[src/hw/rtl/jac_pkg.sv]
// Shared types, constants and helpers for the joystick auto-calibrating cursor block.
package jac_pkg;

   // Field widths fixed by the request and response formats
   localparam int RAW_W      = 10;
   localparam int BTN_W      = 2;
   localparam int LEVEL_W    = 4;
   localparam int CUR_X_W    = 7;
   localparam int CUR_Y_W    = 5;
   localparam int THR_W      = 4;
   localparam int CSR_ADDR_W = 2;
   localparam int CSR_DATA_W = 7;

   // Parameter defaults
   localparam int AXIS_BITS_DEF = 10;
   localparam int LEVELS_DEF    = 6;

   // Level codes
   localparam logic [LEVEL_W-1:0] CENTRE_LEVEL = 4'd3;
   localparam logic [LEVEL_W-1:0] LEVEL_MAX    = 4'd15;

   // Both buttons pressed (active low)
   localparam logic [BTN_W-1:0] BTN_BOTH_PRESSED = 2'b00;

   // Reset values
   localparam logic [CUR_X_W-1:0] POS_X_RESET   = 7'd39;
   localparam logic [CUR_Y_W-1:0] POS_Y_RESET   = 5'd12;
   localparam logic [CUR_X_W-1:0] X_LIMIT_RESET = 7'd78;
   localparam logic [CUR_Y_W-1:0] Y_LIMIT_RESET = 5'd24;
   localparam logic [THR_W-1:0]   LOW_THR_RESET = 4'd2;
   localparam logic [THR_W-1:0]   HIGH_THR_RESET = 4'd5;

   // Configuration register indexes
   typedef enum logic [CSR_ADDR_W-1:0] {
      CSR_X_LIMIT  = 2'd0,
      CSR_Y_LIMIT  = 2'd1,
      CSR_LOW_THR  = 2'd2,
      CSR_HIGH_THR = 2'd3
   } csr_index_type;

   // Sequencer states
   typedef enum logic [2:0] {
      ST_IDLE,
      ST_PREP,
      ST_STEP,
      ST_LPREP,
      ST_LEVEL,
      ST_COMMIT
   } jac_state_type;

   // Commands from the sequencer to the datapath
   typedef struct packed {
      logic load;    // capture request, update min/max
      logic prep;    // form range and offset
      logic step;    // range / LEVELS by reciprocal multiply
      logic lprep;   // set up the level divide
      logic level;   // one bit of offset / step
      logic commit;  // move cursor, fill response register
   } jac_cmd_type;

   // Status from the datapath to the sequencer
   typedef struct packed {
      logic out_free;  // response register can take a new result
   } jac_sts_type;

   // Stored axis width: samples wrap at AXIS_BITS, never wider than the raw field
   function automatic int axis_width(input int axis_bits);
      return (axis_bits < RAW_W) ? axis_bits : RAW_W;
   endfunction

   // Width of the level quotient: offset / step stays below 2 * LEVELS
   function automatic int rem_width(input int levels);
      return $clog2(2 * levels);
   endfunction

endpackage

[src/hw/rtl/jac_if.sv]
// Handshake channel interfaces: request, response and register write.
interface jac_req_if;
   logic                        valid;
   logic                        ready;
   logic [jac_pkg::RAW_W-1:0]   raw_x;
   logic [jac_pkg::RAW_W-1:0]   raw_y;
   logic [jac_pkg::BTN_W-1:0]   buttons;

   modport source (output valid, output raw_x, output raw_y, output buttons, input ready);
   modport sink   (input valid, input raw_x, input raw_y, input buttons, output ready);
endinterface

interface jac_rsp_if;
   logic                          valid;
   logic                          ready;
   logic [jac_pkg::LEVEL_W-1:0]   level_x;
   logic [jac_pkg::LEVEL_W-1:0]   level_y;
   logic [jac_pkg::CUR_X_W-1:0]   cursor_x;
   logic [jac_pkg::CUR_Y_W-1:0]   cursor_y;
   logic                          quit;

   modport source (output valid, output level_x, output level_y, output cursor_x,
                   output cursor_y, output quit, input ready);
   modport sink   (input valid, input level_x, input level_y, input cursor_x,
                   input cursor_y, input quit, output ready);
endinterface

interface jac_csr_if;
   logic                             valid;
   logic                             ready;
   logic [jac_pkg::CSR_ADDR_W-1:0]   index;
   logic [jac_pkg::CSR_DATA_W-1:0]   data;

   modport source (output valid, output index, output data, input ready);
   modport sink   (input valid, input index, input data, output ready);
endinterface

[src/hw/rtl/joystick_autocal_cursor_top.sv]
// Top level of the joystick auto-calibrating cursor block.
//
//  channel   | direction | handshake     | payload
//  ----------+-----------+---------------+------------------------------------------
//  req_chan  | in        | valid/ready   | raw_x, raw_y, buttons
//  rsp_chan  | out       | valid/ready   | level_x, level_y, cursor_x, cursor_y, quit
//  csr_chan  | in        | valid/ready   | index, data (ready always high)
//
// One request runs from acceptance through the prep, step, level-prep, level and commit states
// to the response register; the next request is taken once the sequencer is back in idle.
// Both axes work in parallel; the bit-serial divide forms an RW = clog2(2*LEVELS) bit quotient.
// One request is in flight at a time; a held response stalls only the commit step.
// Reset is synchronous; it restores registers, cursor and the uncalibrated state.
module joystick_autocal_cursor_top #(
   parameter int AXIS_BITS = jac_pkg::AXIS_BITS_DEF,
   parameter int LEVELS    = jac_pkg::LEVELS_DEF
) (
   input  logic       clock,
   input  logic       reset,
   jac_req_if.sink    req_chan,
   jac_rsp_if.source  rsp_chan,
   jac_csr_if.sink    csr_chan
);
   import jac_pkg::*;

   jac_cmd_type cmd;
   jac_sts_type sts;

   jac_ctrl #(.LEVELS(LEVELS)) u_ctrl (
      .clock     (clock),
      .reset     (reset),
      .req_valid (req_chan.valid),
      .req_ready (req_chan.ready),
      .cmd       (cmd),
      .sts       (sts)
   );

   jac_dp #(.AXIS_BITS(AXIS_BITS), .LEVELS(LEVELS)) u_dp (
      .clock    (clock),
      .reset    (reset),
      .cmd      (cmd),
      .sts      (sts),
      .raw_x    (req_chan.raw_x),
      .raw_y    (req_chan.raw_y),
      .buttons  (req_chan.buttons),
      .rsp_chan (rsp_chan),
      .csr_chan (csr_chan)
   );

endmodule

[src/hw/rtl/jac_ctrl.sv]
// Sequencer for the calibration, divide and cursor-update steps of one request.
module jac_ctrl #(
   parameter int LEVELS    = jac_pkg::LEVELS_DEF
) (
   input  logic                 clock,
   input  logic                 reset,
   input  logic                 req_valid,
   output logic                 req_ready,
   output jac_pkg::jac_cmd_type cmd,
   input  jac_pkg::jac_sts_type sts
);
   import jac_pkg::*;

   localparam int RW = rem_width(LEVELS);
   localparam int CW = $clog2(RW);

   jac_state_type state_ff, state_in;
   logic [CW-1:0] cnt_ff, cnt_in;

   // Next state and bit counter
   always_comb begin
      state_in = state_ff;
      cnt_in   = cnt_ff;
      case (state_ff)
         ST_IDLE: begin
            if (req_valid) state_in = ST_PREP;
         end
         ST_PREP: begin
            state_in = ST_STEP;
         end
         ST_STEP: begin
            state_in = ST_LPREP;
         end
         ST_LPREP: begin
            state_in = ST_LEVEL;
            cnt_in   = CW'(RW - 1);
         end
         ST_LEVEL: begin
            if (cnt_ff == '0) state_in = ST_COMMIT;
            else cnt_in = cnt_ff - 1'b1;
         end
         ST_COMMIT: begin
            if (sts.out_free) state_in = ST_IDLE;
         end
         default: state_in = ST_IDLE;
      endcase
   end

   // Decode commands
   always_comb begin
      req_ready  = (state_ff == ST_IDLE);
      cmd        = '0;
      cmd.load   = (state_ff == ST_IDLE) && req_valid;
      cmd.prep   = (state_ff == ST_PREP);
      cmd.step   = (state_ff == ST_STEP);
      cmd.lprep  = (state_ff == ST_LPREP);
      cmd.level  = (state_ff == ST_LEVEL);
      cmd.commit = (state_ff == ST_COMMIT) && sts.out_free;
   end

   always_ff @(posedge clock) begin
      if (reset) begin
         state_ff <= ST_IDLE;
         cnt_ff   <= '0;
      end else begin
         state_ff <= state_in;
         cnt_ff   <= cnt_in;
      end
   end

endmodule

[src/hw/rtl/jac_axis.sv]
// One axis lane: running min/max, reciprocal range/LEVELS and bit-serial offset/step divide.
module jac_axis #(
   parameter int AXIS_BITS = jac_pkg::AXIS_BITS_DEF,
   parameter int LEVELS    = jac_pkg::LEVELS_DEF
) (
   input  logic                         clock,
   input  jac_pkg::jac_cmd_type         cmd,
   input  logic                         seeded,
   input  logic [jac_pkg::RAW_W-1:0]    raw,
   output logic [jac_pkg::LEVEL_W-1:0]  level
);
   import jac_pkg::*;

   localparam int AW = axis_width(AXIS_BITS);
   localparam int RW = rem_width(LEVELS);
   localparam int DW = AW + RW - 1;
   localparam int QW = (RW > LEVEL_W) ? RW : LEVEL_W;
   // Reciprocal of LEVELS, exact for every range below 2**AW
   localparam int SH = AW + $clog2(LEVELS);
   localparam int MW = AW + 1;
   localparam int PW = AW + MW;
   localparam logic [MW-1:0] RECIP = MW'(((2 ** SH) + LEVELS - 1) / LEVELS);

   logic [AW-1:0] raw_ff, lo_ff, hi_ff, num_ff, diff_ff;
   logic [RW-1:0] q_ff;
   logic [DW-1:0] dv_ff;

   logic [AW-1:0] raw_m;
   logic [PW-1:0] scaled;
   logic          lvl_ge;
   logic [QW-1:0] q_wide;

   // Wrap sample to the axis width
   assign raw_m = AW'(raw);

   // Range / LEVELS as a multiply by the reciprocal
   assign scaled = PW'(num_ff) * PW'(RECIP);

   // Restoring divide step for offset / step
   assign lvl_ge = (DW'(diff_ff) >= dv_ff);

   // Saturate level, centre when the step is zero
   assign q_wide = QW'(q_ff);
   always_comb begin
      if (num_ff == '0) level = CENTRE_LEVEL;
      else if (q_wide > QW'(LEVEL_MAX)) level = LEVEL_MAX;
      else level = q_wide[LEVEL_W-1:0];
   end

   always_ff @(posedge clock) begin
      // Capture sample, seed or widen the range
      if (cmd.load) begin
         raw_ff <= raw_m;
         if (!seeded) begin
            lo_ff <= raw_m;
            hi_ff <= raw_m;
         end else begin
            if (raw_m < lo_ff) lo_ff <= raw_m;
            if (raw_m > hi_ff) hi_ff <= raw_m;
         end
      end
      // Form range and offset
      if (cmd.prep) begin
         num_ff  <= hi_ff - lo_ff;
         diff_ff <= raw_ff - lo_ff;
      end
      // Scale the range down to one level step
      if (cmd.step) begin
         num_ff <= AW'(scaled >> SH);
      end
      // Align the step under the top quotient bit
      if (cmd.lprep) begin
         dv_ff <= {num_ff, {(RW-1){1'b0}}};
         q_ff  <= '0;
      end
      // Advance offset / step by one quotient bit
      if (cmd.level) begin
         if (lvl_ge) diff_ff <= diff_ff - dv_ff[AW-1:0];
         q_ff  <= {q_ff[RW-2:0], lvl_ge};
         dv_ff <= dv_ff >> 1;
      end
   end

endmodule

[src/hw/rtl/jac_dp.sv]
// Datapath: two axis lanes, configuration registers, cursor and response register.
module jac_dp #(
   parameter int AXIS_BITS = jac_pkg::AXIS_BITS_DEF,
   parameter int LEVELS    = jac_pkg::LEVELS_DEF
) (
   input  logic                        clock,
   input  logic                        reset,
   input  jac_pkg::jac_cmd_type        cmd,
   output jac_pkg::jac_sts_type        sts,
   input  logic [jac_pkg::RAW_W-1:0]   raw_x,
   input  logic [jac_pkg::RAW_W-1:0]   raw_y,
   input  logic [jac_pkg::BTN_W-1:0]   buttons,
   jac_rsp_if.source                   rsp_chan,
   jac_csr_if.sink                     csr_chan
);
   import jac_pkg::*;

   logic                 cal_ff, quit_ff;
   logic [CUR_X_W-1:0]   x_limit_ff, pos_x_ff, pos_x_in;
   logic [CUR_Y_W-1:0]   y_limit_ff, pos_y_ff, pos_y_in;
   logic [THR_W-1:0]     low_thr_ff, high_thr_ff;
   logic [LEVEL_W-1:0]   lvl_x, lvl_y;

   logic                 rsp_valid_ff;
   logic [LEVEL_W-1:0]   rsp_lx_ff, rsp_ly_ff;
   logic [CUR_X_W-1:0]   rsp_cx_ff;
   logic [CUR_Y_W-1:0]   rsp_cy_ff;
   logic                 rsp_quit_ff;

   // Step one axis toward the level, then clamp to the limit
   function automatic logic [CUR_X_W-1:0] move_axis(
      input logic [CUR_X_W-1:0] pos,
      input logic [LEVEL_W-1:0] lvl,
      input logic [THR_W-1:0]   lo_thr,
      input logic [THR_W-1:0]   hi_thr,
      input logic [CUR_X_W-1:0] limit
   );
      logic [CUR_X_W:0] p;
      p = {1'b0, pos};
      if (lvl < lo_thr) begin
         if (pos != '0) p = p - 1'b1;
      end else if (lvl > hi_thr) begin
         p = p + 1'b1;
      end
      if (p > {1'b0, limit}) p = {1'b0, limit};
      return p[CUR_X_W-1:0];
   endfunction

   jac_axis #(.AXIS_BITS(AXIS_BITS), .LEVELS(LEVELS)) u_axis_x (
      .clock  (clock),
      .cmd    (cmd),
      .seeded (cal_ff),
      .raw    (raw_x),
      .level  (lvl_x)
   );

   jac_axis #(.AXIS_BITS(AXIS_BITS), .LEVELS(LEVELS)) u_axis_y (
      .clock  (clock),
      .cmd    (cmd),
      .seeded (cal_ff),
      .raw    (raw_y),
      .level  (lvl_y)
   );

   // Next cursor position, held on quit
   always_comb begin
      pos_x_in = pos_x_ff;
      pos_y_in = pos_y_ff;
      if (!quit_ff) begin
         pos_x_in = move_axis(pos_x_ff, lvl_x, low_thr_ff, high_thr_ff, x_limit_ff);
         pos_y_in = CUR_Y_W'(move_axis(CUR_X_W'(pos_y_ff), lvl_y, low_thr_ff,
                                       high_thr_ff, CUR_X_W'(y_limit_ff)));
      end
   end

   assign sts.out_free  = !rsp_valid_ff || rsp_chan.ready;
   assign csr_chan.ready = 1'b1;

   // Control state: calibration flag, cursor, registers, response valid
   always_ff @(posedge clock) begin
      if (reset) begin
         cal_ff       <= 1'b0;
         pos_x_ff     <= POS_X_RESET;
         pos_y_ff     <= POS_Y_RESET;
         x_limit_ff   <= X_LIMIT_RESET;
         y_limit_ff   <= Y_LIMIT_RESET;
         low_thr_ff   <= LOW_THR_RESET;
         high_thr_ff  <= HIGH_THR_RESET;
         rsp_valid_ff <= 1'b0;
      end else begin
         if (cmd.load) cal_ff <= 1'b1;
         if (cmd.commit) begin
            pos_x_ff <= pos_x_in;
            pos_y_ff <= pos_y_in;
         end
         if (csr_chan.valid) begin
            case (csr_index_type'(csr_chan.index))
               CSR_X_LIMIT:  x_limit_ff  <= csr_chan.data;
               CSR_Y_LIMIT:  y_limit_ff  <= csr_chan.data[CUR_Y_W-1:0];
               CSR_LOW_THR:  low_thr_ff  <= csr_chan.data[THR_W-1:0];
               CSR_HIGH_THR: high_thr_ff <= csr_chan.data[THR_W-1:0];
               default: ;
            endcase
         end
         if (cmd.commit) rsp_valid_ff <= 1'b1;
         else if (rsp_chan.ready) rsp_valid_ff <= 1'b0;
      end
   end

   // Payload: quit flag per request, response fields
   always_ff @(posedge clock) begin
      if (cmd.load) quit_ff <= (buttons == BTN_BOTH_PRESSED);
      if (cmd.commit) begin
         rsp_lx_ff   <= lvl_x;
         rsp_ly_ff   <= lvl_y;
         rsp_cx_ff   <= pos_x_in;
         rsp_cy_ff   <= pos_y_in;
         rsp_quit_ff <= quit_ff;
      end
   end

   assign rsp_chan.valid    = rsp_valid_ff;
   assign rsp_chan.level_x  = rsp_lx_ff;
   assign rsp_chan.level_y  = rsp_ly_ff;
   assign rsp_chan.cursor_x = rsp_cx_ff;
   assign rsp_chan.cursor_y = rsp_cy_ff;
   assign rsp_chan.quit     = rsp_quit_ff;

endmodule

[src/flat_wrapper.sv]
// flat-port wrapper written by rule: the top's interface ports become plain ports
module joystick_autocal_cursor_top_flat import jac_pkg::*;
#(
   parameter int AXIS_BITS = jac_pkg::AXIS_BITS_DEF,
   parameter int LEVELS    = jac_pkg::LEVELS_DEF
)
  (clock, reset, req_chan_valid, req_chan_raw_x, req_chan_raw_y, req_chan_buttons, req_chan_ready, rsp_chan_valid, rsp_chan_level_x, rsp_chan_level_y, rsp_chan_cursor_x, rsp_chan_cursor_y, rsp_chan_quit, rsp_chan_ready, csr_chan_valid, csr_chan_index, csr_chan_data, csr_chan_ready);
  jac_req_if req_chan_i ();
  jac_rsp_if rsp_chan_i ();
  jac_csr_if csr_chan_i ();
  input  logic clock;
  input  logic reset;
  input wire logic [$bits(req_chan_i.valid)-1:0] req_chan_valid;
  input wire logic [$bits(req_chan_i.raw_x)-1:0] req_chan_raw_x;
  input wire logic [$bits(req_chan_i.raw_y)-1:0] req_chan_raw_y;
  input wire logic [$bits(req_chan_i.buttons)-1:0] req_chan_buttons;
  output wire logic [$bits(req_chan_i.ready)-1:0] req_chan_ready;
  output wire logic [$bits(rsp_chan_i.valid)-1:0] rsp_chan_valid;
  output wire logic [$bits(rsp_chan_i.level_x)-1:0] rsp_chan_level_x;
  output wire logic [$bits(rsp_chan_i.level_y)-1:0] rsp_chan_level_y;
  output wire logic [$bits(rsp_chan_i.cursor_x)-1:0] rsp_chan_cursor_x;
  output wire logic [$bits(rsp_chan_i.cursor_y)-1:0] rsp_chan_cursor_y;
  output wire logic [$bits(rsp_chan_i.quit)-1:0] rsp_chan_quit;
  input wire logic [$bits(rsp_chan_i.ready)-1:0] rsp_chan_ready;
  input wire logic [$bits(csr_chan_i.valid)-1:0] csr_chan_valid;
  input wire logic [$bits(csr_chan_i.index)-1:0] csr_chan_index;
  input wire logic [$bits(csr_chan_i.data)-1:0] csr_chan_data;
  output wire logic [$bits(csr_chan_i.ready)-1:0] csr_chan_ready;
  assign req_chan_i.valid = req_chan_valid;
  assign req_chan_i.raw_x = req_chan_raw_x;
  assign req_chan_i.raw_y = req_chan_raw_y;
  assign req_chan_i.buttons = req_chan_buttons;
  assign req_chan_ready = req_chan_i.ready;
  assign rsp_chan_valid = rsp_chan_i.valid;
  assign rsp_chan_level_x = rsp_chan_i.level_x;
  assign rsp_chan_level_y = rsp_chan_i.level_y;
  assign rsp_chan_cursor_x = rsp_chan_i.cursor_x;
  assign rsp_chan_cursor_y = rsp_chan_i.cursor_y;
  assign rsp_chan_quit = rsp_chan_i.quit;
  assign rsp_chan_i.ready = rsp_chan_ready;
  assign csr_chan_i.valid = csr_chan_valid;
  assign csr_chan_i.index = csr_chan_index;
  assign csr_chan_i.data = csr_chan_data;
  assign csr_chan_ready = csr_chan_i.ready;
  joystick_autocal_cursor_top #(.AXIS_BITS(AXIS_BITS), .LEVELS(LEVELS)) u_core (.clock(clock), .reset(reset), .req_chan(req_chan_i), .rsp_chan(rsp_chan_i), .csr_chan(csr_chan_i));
endmodule
[config.mk]
export PLATFORM = sky130hd
export DESIGN_NAME = joystick_autocal_cursor_top_flat
export DESIGN_NICKNAME = d
export VERILOG_FILES = /design/src/hw/rtl/jac_pkg.sv /design/src/hw/rtl/jac_if.sv /design/src/hw/rtl/joystick_autocal_cursor_top.sv /design/src/hw/rtl/jac_ctrl.sv /design/src/hw/rtl/jac_axis.sv /design/src/hw/rtl/jac_dp.sv /design/src/flat_wrapper.sv
export SDC_FILE = /design/constraint.sdc
export NUM_CORES = 1
export LEC_CHECK = 0
export ABC_AREA = 1
export BUFFER_PORTS_ARGS = -buffer_cell sky130_fd_sc_hd__buf_2
export CORE_MARGIN = 2
export CORE_UTILIZATION = 40
export CTS_BUF_LIST = sky130_fd_sc_hd__clkbuf_4 sky130_fd_sc_hd__clkbuf_8
export DETAILED_ROUTE_END_ITERATION = 7
export HOLD_SLACK_MARGIN = 0.15
export PLACE_DENSITY = 0.68
export SETUP_SLACK_MARGIN = 0.05
export SKIP_LAST_GASP = 1
export SYNTH_ARGS = -nofsm -noshare
export SYNTH_HDL_FRONTEND = slang
export SYNTH_SLANG_ARGS = --single-unit
[constraint.sdc]
create_clock -name clock -period 5.7 [get_ports clock]
set_clock_uncertainty 0.2 [all_clocks]
set_input_delay 0.57 -clock clock [delete_from_list [all_inputs] [get_ports clock]]
set_output_delay 0.57 -clock clock [all_outputs]
set_load 0.02 [all_outputs]
== Word level (Yosys, flattened, before mapping) ==
Index checks and enable logic that the tools add are counted.

* Bitwise logic cells: 0
* Divide/modulo/power cells: 0
* $lt $le $gt $ge: 14
* Equality and inequality tests: 16
* Muxes and demuxes: 49
* Shifts and indexed selects: 0
* Reduce and logical (&&, ||, !) cells: 25
* Multiply operators: 2
* Add/subtract/negate cells: 11

{| class="wikitable"
|+ Operator list
! kind !! count
|-
| $mux W10 || 14
|-
| $mux W8 || 11
|-
| $sub A10 B10 Y10 || 6
|-
| $mux W12 || 4
|-
| $mul A10 B10 Y20 const B || 2
|-
| $mux W4 || 7
|-
| $ge A10 B13 Y1 || 2
|-
| $gt A10 B10 Y1 || 2
|-
| $logic_not A10 Y1 || 2
|-
| $lt A10 B10 Y1 || 2
|-
| $pmux W3 S6 || 1
|-
| $reduce_and A2 Y1 || 9
|-
| $mux W7 || 2
|-
| $mux W5 || 2
|-
| $mux W3 || 3
|-
| $add A7 B1 Y8 const B || 1
|-
| $gt A4 B4 Y1 || 2
|-
| $gt A4 B4 Y1 const B || 2
|-
| $gt A8 B5 Y1 || 1
|-
| $gt A8 B7 Y1 || 1
|-
| $lt A4 B4 Y1 || 2
|-
| $ne A2 B1 Y1 const B || 4
|-
| $ne A2 B2 Y1 const B || 4
|-
| $sub A7 B1 Y8 const B || 1
|-
| other kinds (21) || 30
|}

* RAM bits: 0
* Latch bits: 0
* Output and inout bits: 24
* Register bits after elaboration: 195
* Memories kept: 0
* Bits of input ports: 36
* Memory bits (read-only): 0

== Depth between registers and ports, before layout ==
* Word-level depth: 10
* Mapped depth: 32
* Gate-level depth less buffers: 32

== Modules after synthesis ==
A second synthesis with hierarchy kept.

* Cells, all modules: 2,098
* Area total of the unflattened synthesis: 16,744.8 um2

{| class="wikitable"
|+ By module, submodules not included
! module !! cells an instance !! area an instance (um2) !! instances
|-
| jac_axis at u_core.u_dp.u_axis_x || 766 || 6,352.3 || 1
|-
| jac_axis at u_core.u_dp.u_axis_y || 762 || 6,291.0 || 1
|-
| jac_dp || 517 || 3,772.4 || 1
|-
| jac_ctrl || 53 || 329.1 || 1
|}

== Worst setup path before layout ==
No wires, ideal clock.

* Path kind: flip-flop to flip-flop
* From: register u_core.u_dp.u_axis_y.num_ff[1]
* To: register u_core.u_dp.u_axis_y.num_ff[6], data pin
* Stages on the path, launching flop included: 24
* Path slack: 1.213 ns
* Clock period less this slack: 4.487 ns
* Required time: 5.238 ns
* Arrival time: 4.025 ns
* Buffers on the path: 0
* Path through: edfxtp_1 ha_1 inv_1 fa_1 inv_1 fa_1 inv_1 fa_1 inv_1 ha_1 ha_1 nand2_1 nor2_1 nand3_1 nand3_1 nand2_1 nand2_1 nand2_1 nand2_1 nand2_1 nand2_1 nand2_1 a21oi_1 o22ai_1

* Cells in the longest elaborated chain, start to end: 2

{| class="wikitable"
|+ Ends and longest elaborated chain
! item !! line !! text
|-
| start, declared || jac_axis.sv:24 || <nowiki>logic [AW-1:0] raw_ff, lo_ff, hi_ff, num_ff, diff_ff;</nowiki>
|-
| start signal, assigned || jac_axis.sv:64 || <nowiki>num_ff <= hi_ff - lo_ff;</nowiki>
|-
| start signal, assigned || jac_axis.sv:69 || <nowiki>num_ff <= AW'(scaled >> SH);</nowiki>
|-
| $mul A10 B10 Y20 || jac_axis.sv:37 || <nowiki>assign scaled = PW'(num_ff) * PW'(RECIP);</nowiki>
|-
| $mux W8 || jac_axis.sv:68 || <nowiki>if (cmd.step) begin</nowiki>
|}

Every way passes these cells.
A chain may end at the register's enable or synchronous reset.

== Final worst setup path ==
* From: register u_core.u_dp.u_axis_y.num_ff[1]
* To: register u_core.u_dp.u_axis_y.num_ff[4], data pin

The elaborated chain is that of the path after synthesis.

==> results.yml <==
outcome:
  status: "completed"
clock_network:
  maximum_number_of_buffers_from_clock_root_to_sink: 2
  postCtsSetupBuffers: 0
  clock_sink_count: 195
  clock_tree_from_tritoncts: "done"
  clock_latency_ns: 0.50
  cts-hold-fix-buffers: 26
  htreeDepth: 4
  clk_transition_reported_paths_ns: 0.11
  tritoncts.num_buffers: 17
  cts.root.buffer_cell: "sky130_fd_sc_hd__clkbuf_8"
  cts_resized: 0
timing:
  grt_setup_unrepaired: "no"
  max_freq_ghz: 0.204
  setup-tns-final_ns: 0
  fin_worst_hold_slack_ns: 0.175
  drv_slew: 0
  timing.final.hold_violations: 0
  layout_min_cycle_time_ns: 4.91
  final_cycle_utilization_of_the_critical_path_pct: 86.1
  endpoints_failing_setup: 0
  slew-limit-headroom_pct: 23.7
  tightestPinTransition_ns: 1.14
logic_synthesis:
  ys_warn_count: 0
  part_of_the_yosys_area_used_for_sequential_elements_pct: 33.5
  synth_enable_flop_cells: 130
  fraction_of_registers_with_async_set_or_reset_after_synthesis_pct: 0
  synthDistinctLibCells: 53
  netlist_top_cells_area: "sky130_fd_sc_hd__edfxtp_1, sky130_fd_sc_hd__ha_1, sky130_fd_sc_hd__nand2_1"
  syn-mean-instance-area_um2: 8.49
  synth_cells: 1830
  area_fraction_of_the_dominant_cell_type_after_synthesis_pct: 25.1
  syn_area_mm2: 0.0155
  ys_dominant_reg_cell: "sky130_fd_sc_hd__edfxtp_1"
  total_nets_after_synthesis: 2158
  synthDominantAreaCellType: "sky130_fd_sc_hd__edfxtp_1"
  synth-seq-cells: 195
grt:
  grt_start_max_net_pins: 38
  grt_antenna_before_repair: 0
  grt_use_total_pct: 18.3
  global_route_wire_length_before_repair_mm: 60.5
  first_global_vias: 12200
  grt_overflow_total: 0
cells_and_area:
  layout-drive-gt1-share_pct: 8.00
  nFillCells: 3738
  finish.net_count: 2240
  num_antenna_cells: 0
  syn_to_final_growth_pct: 9.68
  finish.instance_area_mm2: 0.0170
setup_path:
  cp-end-kind: "flip-flop"
  arrival_ns: 4.96
  crit_type: "flip-flop to flip-flop"
  required_ns: 5.75
  worstSetupStartpointType: "flip-flop"
  critical_path.max_fanout: 6
floorplanning:
  core_area_mm2: 0.0385
  die_x_um: 201
  dieHeight_um: 201
  die_area_mm2: 0.0404
  pin_count: 60
  floorplan.initialDensity_pct: 40.4
  std_cell_rows: 72
routing:
  wirelength_mm: 35.7
  num_vias: 12300
  ant_nets: 0
  drt_iter0_drc: 584
  post_drt_via_cell_ratio: 5.02
  drc_errors: 0
  post_drt_wl_per_cell_um: 14.6
  first_pass_iteration_count_of_the_detailed_router: 5
placed_design:
  gp_routability_congestion: 0.897
  placed_cell_area_mm2: 0.0164
  io_buffer_count: 58
  dpl.hpwl_mm: 28.3
min_path:
  holdCritPathClass: "input pin to flip-flop"
flow_run:
  drv_cap: 0
==> Yosys cell counts, types with 2 or more instances <==
cell type / n
sky130_fd_sc_hd__nand3b_1: 6
sky130_fd_sc_hd__nor2_4: 3
sky130_fd_sc_hd__o31ai_1: 4
sky130_fd_sc_hd__nor3_1: 18
sky130_fd_sc_hd__buf_2: 3
sky130_fd_sc_hd__o2111ai_1: 5
sky130_fd_sc_hd__inv_1: 305
sky130_fd_sc_hd__a21boi_0: 4
sky130_fd_sc_hd__o21bai_1: 10
sky130_fd_sc_hd__inv_2: 14
sky130_fd_sc_hd__ha_1: 242
sky130_fd_sc_hd__o22ai_1: 3
sky130_fd_sc_hd__a31oi_1: 5
sky130_fd_sc_hd__nand2_2: 10
sky130_fd_sc_hd__o21ai_0: 108
sky130_fd_sc_hd__a211oi_1: 5
sky130_fd_sc_hd__or2_2: 10
sky130_fd_sc_hd__nand3_2: 3
sky130_fd_sc_hd__a21o_1: 2
sky130_fd_sc_hd__nand4_1: 11
sky130_fd_sc_hd__o21ai_1: 8
sky130_fd_sc_hd__fa_1: 50
sky130_fd_sc_hd__nor4_1: 3
sky130_fd_sc_hd__edfxtp_1: 130
sky130_fd_sc_hd__o21a_1: 3
sky130_fd_sc_hd__xor2_1: 43
sky130_fd_sc_hd__buf_4: 2
sky130_fd_sc_hd__xnor2_1: 11
sky130_fd_sc_hd__nor2_1: 92
sky130_fd_sc_hd__a21oi_1: 126
sky130_fd_sc_hd__nand3_1: 78
sky130_fd_sc_hd__nand2_4: 4
sky130_fd_sc_hd__nor2_2: 9
sky130_fd_sc_hd__o211ai_1: 25
sky130_fd_sc_hd__nand2_1: 375
sky130_fd_sc_hd__dfxtp_1: 65
sky130_fd_sc_hd__clkbuf_1: 18
sky130_fd_sc_hd__nand4_2: 2
==> final timing paths <==
| check | startpoint | end | slack, ns | cells after the start |
|---|---|---|---|---|
| worst min-delay path | csr_chan_data[3] | u_core.u_dp.x_limit_ff[3]$_SDFFE_PP1P_ | 0.18 | 3 |
| worst max-delay path | u_core.u_dp.u_axis_y.num_ff[1]$_DFFE_PP_ | u_core.u_dp.u_axis_y.num_ff[4]$_DFFE_PP_ | 0.79 | 21 |
| worst max register to register | u_core.u_dp.u_axis_y.num_ff[1]$_DFFE_PP_ | u_core.u_dp.u_axis_y.num_ff[4]$_DFFE_PP_ | 0.79 | 21 |
| worst min register to register | u_core.u_dp.y_limit_ff[0]$_SDFFE_PP0P_ | u_core.u_dp.y_limit_ff[0]$_SDFFE_PP0P_ | 0.29 | 2 |
==> final cells by class <==
type / instances / area [um^2] / share of cell area [%]
Clock buffer: 18 / 241 / 1.42
Clock inverter: 14 / 145 / 0.852
Inverter: 319 / 1200 / 7.03
Multi-Input combinational cell: 1292 / 9030 / 53.0
Sequential cell: 195 / 5200 / 30.6
Tap cell: 518 / 648 / 3.80
Timing Repair Buffer: 87 / 573 / 3.36
==> layout by cell type (no fill, tap or decap), types with 4 or more instances in the layout <==
cell type and count:
sky130_fd_sc_hd__nand2_1 375, sky130_fd_sc_hd__inv_1 305, sky130_fd_sc_hd__ha_1 242, sky130_fd_sc_hd__edfxtp_1 130
sky130_fd_sc_hd__a21oi_1 126, sky130_fd_sc_hd__o21ai_0 108, sky130_fd_sc_hd__nor2_1 90, sky130_fd_sc_hd__nand3_1 78
sky130_fd_sc_hd__dfxtp_1 65, sky130_fd_sc_hd__buf_2 58, sky130_fd_sc_hd__fa_1 50, sky130_fd_sc_hd__xor2_1 43
sky130_fd_sc_hd__dlygate4sd3_1 26, sky130_fd_sc_hd__o211ai_1 25, sky130_fd_sc_hd__nor3_1 18, sky130_fd_sc_hd__clkbuf_8 17
sky130_fd_sc_hd__inv_2 14, sky130_fd_sc_hd__nor2_2 11, sky130_fd_sc_hd__nand4_1 11, sky130_fd_sc_hd__xnor2_1 11
sky130_fd_sc_hd__nand2_2 10, sky130_fd_sc_hd__o21bai_1 10, sky130_fd_sc_hd__or2_2 10, sky130_fd_sc_hd__o21ai_1 8
sky130_fd_sc_hd__nand3b_1 6, sky130_fd_sc_hd__o2111ai_1 5, sky130_fd_sc_hd__a211oi_1 5, sky130_fd_sc_hd__a31oi_1 5
sky130_fd_sc_hd__nand2_4 4, sky130_fd_sc_hd__o31ai_1 4, sky130_fd_sc_hd__a21boi_0 4, sky130_fd_sc_hd__clkinvlp_4 4
sky130_fd_sc_hd__inv_8 4
==> routing by layer <==
metal  up-vias  share of wire [%]  GRT usage (%)
met5         -                  0              0
met2       222                 47           31.6
li1       6275                  -              -
met4         0               0.94           3.17
met1      5751                 48           24.9
met3        28                3.5           2.32
==> sequential cells by signal (all words and copies together) (netlist names), 5 cells and up <==
register,flops
u_core.u_dp.y_limit_ff,5
u_core.u_dp.u_axis_y.raw_ff,10
u_core.u_dp.pos_y_ff,5
u_core.u_dp.u_axis_x.diff_ff,10
u_core.u_dp.u_axis_y.num_ff,10
u_core.u_dp.x_limit_ff,7
u_core.u_dp.u_axis_y.diff_ff,10
u_core.u_dp.rsp_chan.cursor_y,5
u_core.u_dp.u_axis_y.dv_ff,13
u_core.u_dp.u_axis_x.raw_ff,10
u_core.u_dp.u_axis_x.lo_ff,10
u_core.u_dp.u_axis_y.hi_ff,10
u_core.u_dp.rsp_chan.cursor_x,7
u_core.u_dp.u_axis_x.hi_ff,10
u_core.u_dp.pos_x_ff,7
u_core.u_dp.u_axis_x.dv_ff,13
u_core.u_dp.u_axis_x.num_ff,10
u_core.u_dp.u_axis_y.lo_ff,10
==> critical path, stage by stage (launching register included) <==
cell,delay [ns]
sky130_fd_sc_hd__edfxtp_1,0.50
sky130_fd_sc_hd__ha_1,0.35
sky130_fd_sc_hd__inv_1,0.07
sky130_fd_sc_hd__fa_1,0.48
sky130_fd_sc_hd__inv_1,0.06
sky130_fd_sc_hd__fa_1,0.49
sky130_fd_sc_hd__inv_1,0.05
sky130_fd_sc_hd__fa_1,0.50
sky130_fd_sc_hd__inv_1,0.04
sky130_fd_sc_hd__ha_1,0.28
sky130_fd_sc_hd__ha_1,0.34
sky130_fd_sc_hd__nand2_1,0.09
sky130_fd_sc_hd__nor2_1,0.15
sky130_fd_sc_hd__nand3_1,0.10
sky130_fd_sc_hd__nand3_1,0.14
sky130_fd_sc_hd__nand2_1,0.08
sky130_fd_sc_hd__nand2_1,0.12
sky130_fd_sc_hd__a21oi_1,0.10
sky130_fd_sc_hd__o21ai_0,0.21
sky130_fd_sc_hd__a21oi_1,0.09
sky130_fd_sc_hd__o21ai_0,0.11
sky130_fd_sc_hd__o21ai_0,0.10
==> stage by stage <==
step / util, % / setup WS (ns) / std cells
after detailed placement: 42.6 / 0.822 / 2385
after CTS: 44.3 / 0.799 / 2443
after floorplan: - / 1.21 / 1830
after global placement: 42.6 / 0.901 / 2385
after global routing: 44.3 / 0.372 / 2443
final: 44.3 / 0.793 / 2443
==> cell families after synthesis <==
logic type      after synthesis  synth area share, %
simple gates                629                 17.6
buf+inv                     343                 8.41
compound gates              316                 11.5
fa+ha+maj                   292                 25.9
flops                       195                 33.5
xor+xnor                     54                 3.04
other cells                   1               0.0241
Power is not shown: default switching activity piles up to over one toggle a cycle in this logic, so the estimate is an artifact.
